--- src/rtl/core/ptc_pkg.sv ---
package ptc_pkg;

   localparam int COORD_W   = 16;
   localparam int FRAC_BITS = 16;
   localparam int NEAR_W    = 24;
   localparam int DIST_W    = 48;
   localparam int VEC_W     = COORD_W + 1;
   localparam int DOT_W     = 2 * VEC_W + 2;
   localparam int PROD_W    = 2 * DOT_W;
   localparam int WIDE_W    = PROD_W + 1;
   localparam int CMP_W     = DOT_W + 4;

   typedef logic signed [COORD_W-1:0] coord_type;
   typedef logic signed [VEC_W-1:0]   vec_type;
   typedef logic signed [DOT_W-1:0]   dot_type;
   typedef logic signed [PROD_W-1:0]  prod_type;
   typedef logic signed [WIDE_W-1:0]  wide_type;
   typedef logic [WIDE_W-1:0]         rem_type;
   typedef logic [FRAC_BITS-1:0]      quo_type;
   typedef logic [FRAC_BITS:0]        frac_type;

   localparam frac_type FRAC_ONE = frac_type'(1) << FRAC_BITS;

   typedef enum logic [2:0] {
      FEAT_FACE    = 3'd0,
      FEAT_VERT_A  = 3'd1,
      FEAT_VERT_B  = 3'd2,
      FEAT_VERT_C  = 3'd3,
      FEAT_EDGE_AB = 3'd4,
      FEAT_EDGE_BC = 3'd5,
      FEAT_EDGE_CA = 3'd6
   } feat_type;

   // how a parameter s or t is formed from the divider lanes
   typedef enum logic [1:0] {
      FSEL_ZERO = 2'd0,
      FSEL_ONE  = 2'd1,
      FSEL_QUO  = 2'd2,
      FSEL_INV  = 2'd3
   } frac_sel_type;

   typedef enum logic [1:0] {
      LMODE_ZERO = 2'd0,
      LMODE_ONE  = 2'd1,
      LMODE_DIV  = 2'd2
   } lane_mode_type;

   typedef struct packed {
      coord_type [2:0] a;
      coord_type [2:0] p;
      vec_type   [2:0] e0;
      vec_type   [2:0] e1;
   } geom_type;

   typedef struct packed {
      feat_type      code;
      logic          bad;
      frac_sel_type  s_sel;
      frac_sel_type  t_sel;
      lane_mode_type mode0;
      lane_mode_type mode1;
      geom_type      geom;
   } side_type;

   typedef struct packed {
      rem_type rem;
      rem_type den;
      quo_type quo;
   } lane_type;

   typedef struct packed {
      feat_type                  code;
      logic [2:0][NEAR_W-1:0]    near;
      logic [DIST_W-1:0]         dist_sq;
      logic                      bad;
   } res_type;

   function automatic dot_type dot3(vec_type [2:0] u, vec_type [2:0] v);
      dot_type acc;
      acc = '0;
      for (int i = 0; i < 3; i++) begin
         acc = acc + dot_type'(u[i]) * dot_type'(v[i]);
      end
      return acc;
   endfunction

endpackage

--- src/rtl/core/ptc_div_step.sv ---
module ptc_div_step (
   input  logic              clock,
   input  logic              reset,
   input  logic              en,
   input  logic              in_valid,
   input  ptc_pkg::side_type in_side,
   input  ptc_pkg::lane_type in_lane0,
   input  ptc_pkg::lane_type in_lane1,
   output logic              out_valid,
   output ptc_pkg::side_type out_side,
   output ptc_pkg::lane_type out_lane0,
   output ptc_pkg::lane_type out_lane1
);

   logic              v_ff;
   ptc_pkg::side_type side_ff;
   ptc_pkg::lane_type lane0_ff, lane1_ff;

   // one restoring step: shift, compare, subtract, one quotient bit
   function automatic ptc_pkg::lane_type step(ptc_pkg::lane_type l);
      logic [ptc_pkg::WIDE_W:0] r2;
      logic [ptc_pkg::WIDE_W:0] dx;
      logic                     ge;
      ptc_pkg::lane_type        o;
      r2    = {l.rem, 1'b0};
      dx    = {1'b0, l.den};
      ge    = r2 >= dx;
      r2    = ge ? r2 - dx : r2;
      o.rem = r2[ptc_pkg::WIDE_W-1:0];
      o.den = l.den;
      o.quo = {l.quo[ptc_pkg::FRAC_BITS-2:0], ge};
      return o;
   endfunction

   always_ff @(posedge clock) begin
      if (reset) begin
         v_ff <= 1'b0;
      end else if (en) begin
         v_ff <= in_valid;
      end
   end

   always_ff @(posedge clock) begin
      if (en) begin
         side_ff  <= in_side;
         lane0_ff <= step(in_lane0);
         lane1_ff <= step(in_lane1);
      end
   end

   assign out_valid = v_ff;
   assign out_side  = side_ff;
   assign out_lane0 = lane0_ff;
   assign out_lane1 = lane1_ff;

endmodule

--- config.mk ---
export PLATFORM = sky130hd
export DESIGN_NAME = ptc_div_step
export DESIGN_NICKNAME = d
export VERILOG_FILES = /design/src/rtl/core/ptc_pkg.sv /design/src/rtl/core/ptc_div_step.sv
export SDC_FILE = /design/constraint.sdc
export NUM_CORES = 1
export LEC_CHECK = 0
export CORE_AREA = 4 4 413 415
export CTS_CLUSTER_DIAMETER = 60
export DETAILED_ROUTE_END_ITERATION = 8
export DIE_AREA = 0 0 417 419
export DONT_BUFFER_PORTS = 1
export GPL_ROUTABILITY_DRIVEN = 1
export MAX_ROUTING_LAYER = met4
export SKIP_CTS_REPAIR_TIMING = 1
export SLEW_MARGIN = 20
export SYNTH_ARGS = -nofsm -noshare
export SYNTH_HDL_FRONTEND = slang
export SYNTH_SLANG_ARGS = --single-unit
--- constraint.sdc ---
create_clock -name clock -period 5.5 [get_ports clock]
set_input_delay 1.65 -clock clock [delete_from_list [all_inputs] [get_ports clock]]
set_output_delay 1.65 -clock clock [all_outputs]
set_load 0.02 [all_outputs]
==> reports/qor.yml <==
status: "complete, no violations"
grt_pass1_wl_um: 164000
min_period_ns: 4.94
row_count: 150
ant_nets: 0
tritoncts: "built"
numCtsBuffers: 83
yosys-top-cells-area: "edfxtp_1 (59%), ha_1 (6.7%), a21oi_1 (3.8%)"
cp.required_ns: 5.94
post-route-util: 0.202
cts_buffer_depth: 3
fin_ws_ns: 0.563
grt_overflow: 0
final.setup_skew_ns: 0
clock-sinks: 535
ys_async_sr_fraction: 0
via_per_inst: 4.14
synth_top_area_frac: 0.592
syn2layout_area_growth_pct: 24.2
crit_arrival_ns: 5.38
ys_warn_count: 0
routed_wl_um: 125000
hp-class: "reg -> reg"
synth_edf_count: 534
rsz0062_at_grt: "no"
syn_area_per_cell_um2: 12.2
ys_ff_latch: 535
max_cap_viol_count: 0
core_mm2: 0.167
relSlewSlack: 0.0357
htreeDepth: 3
multi_input_area_mm2: 0.00993
io_buffers: 0
synth_common_cells: "edfxtp_1 (534), a21oi_1 (207), inv_1 (183)"
drv_slew: 0
dp_cells: 4483
dp_hpwl_um: 104000
fin_crit_sh: 0.898
synth.distinct_cells: 78
yosysTopAreaCell: "edfxtp_1"
max_clock_freq_ghz: 0.203
syn-cell-area_mm2: 0.0271
place.gp.congestion: 0.886
powerDensity_mw_per_mm2: 391
startpoint_type: "input port"
nets: 3050
synthCells: 2220
cts-root-buf: "clkbuf_16"
synth_seq_area_share: 0.593
cp_common_cell: "buf_4"
power.leakage_nw: 12.7
cp-end-kind: "flip-flop"
regArea_mm2: 0.0161
synthesis.nets: 2906
grt_usage: 0.140
synth_ff_type: "edfxtp_1"
synth.most_common_cell: "edfxtp_1"
num_vias: 19300
max_stage_delay_ns: 0.41
antenna_found_initial: 68
slowest_stage: "ha_1"
avgRoutedWirePerCell_um: 26.9
nFillCells: 18000
drtIter0Drc: 1680
route.detailed.drc: 0
layout-drive-gt1-share: 0.153
initial_utilization: 0.163
grt_max_degree: 536
cp_top_family: "compound AO/OA/AOI/OAI gates"
fp.dieW_um: 417
tightest_slew_ns: 1.45
hold_violations: 0
worstPathCellList: "inv_1 -> ha_1 -> a21oi_1 -> o221ai_1 -> a221oi_1 -> buf_4 -> a21oi_1 -> buf_4 -> o211ai_1 -> a21oi_2 -> o21ai_1 -> a221oi_2 -> buf_4 -> a31oi_4 -> buf_12 -> mux2_2"
post-place-ws_ns: -0.229
die_h_um: 419
pin_count: 1073
path_clk_slew_ns: 0.06
firstDrtPassIters: 5
final_cells: 4663
setup_viol: 0
grt_pass1_vias: 18900
worst-path-buf-inv: 5
cp_max_fo: 40
clock_latency_ns: 0.70
fp.dieArea_mm2: 0.175
irDropWorstVdd_mv: 0.261
critical_path_class: "in -> reg"
==> cell usage in the layout (no fill, tap or decap), types with 21 or more instances in the layout <==
master,netlist,layout
a31oi_1,22,22
mux2_4,27,27
ha_1,146,146
clkbuf_16,0,84
xor2_1,62,62
a21oi_1,207,207
o21ai_0,95,95
diode_2,0,27
nor3_1,21,21
nor2_1,151,151
inv_1,183,183
a21o_1,89,89
nand4_1,50,50
nand2_1,131,131
xnor2_1,72,72
nand3_1,25,25
o21bai_1,31,31
buf_4,6,135
edfxtp_1,534,534
mux2_2,43,43
==> per-layer routing <==
metal | global-route usage | part of all wire | vias to the layer above
met5 | - | 0 | -
met4 | 0.0508 | 0.034 | 0
met3 | 0.0513 | 0.089 | 221
met2 | 0.254 | 0.54 | 959
met1 | 0.137 | 0.34 | 9561
li1 | - | - | 8559
==> sequential cells by signal, summed over array words and instances (netlist names) <==
name / cells
out_lane1: 162
out_valid: 1
out_side: 210
out_lane0: 162
==> cells by family (layout without fill, tap and decap cells) <==
logic type,Yosys count,after routing,share of synthesized area
buf+inv,268,480,0.0409
xor+xnor,134,134,0.0433
simple gates,481,481,0.0844
flops,535,535,0.593
compound gates,580,580,0.136
fa+ha+maj,148,148,0.0689
mux,74,74,0.0343
other cells,0,27,0
==> layout make-up <==
cell class                      instances  share of cell area
Sequential cell                       535               0.477
Multi-Input combinational cell       1417               0.295
Tap cell                             2204              0.0820
Clock buffer                           94              0.0636
Timing Repair Buffer                  143              0.0349
Clock inverter                         59              0.0247
Inverter                              184              0.0205
Antenna cell                           27             0.00201
==> worst reg2reg max path, stage by stage, from the launching register on <==
cell     delay (ns)
dfxtp_1        0.45
mux2i_1        0.11
nor2_1         0.11
==> power breakdown <==
part           total [mW]  internal [mW]  switching (mW)
sequential           5.88           5.04           0.836
combinational        1.68          0.747           0.936
clock                5.60           3.31            2.29
total                13.2           9.10            4.06
==> final timing paths <==
path | start | endpoint | slack (ns) | depth (start not counted)
hold / removal | out_valid$_SDFFE_PP0P_ | out_valid$_SDFFE_PP0P_ | 0.61 | 2
hold reg to reg | out_valid$_SDFFE_PP0P_ | out_valid$_SDFFE_PP0P_ | 0.61 | 2
setup reg to reg | out_valid$_SDFFE_PP0P_ | out_valid$_SDFFE_PP0P_ | 4.78 | 2
setup / recovery | in_lane0[25] | out_lane0[123]$_DFFE_PP_ | 0.56 | 16
==> per-stage QoR <==
step	hold slack, ns	total power, mW	TNS (ns)	cell area (um2)
floorplan	0.579	6.87	0	27100
global placement	0.603	7.66	-8.42	30600
detailed placement	0.604	7.66	-9.37	30600
CTS	0.612	13.4	0	33600
global route	0.659	13.7	0	33600
finish	0.611	13.2	0	33600
Power figures use the tool's default switching activity.
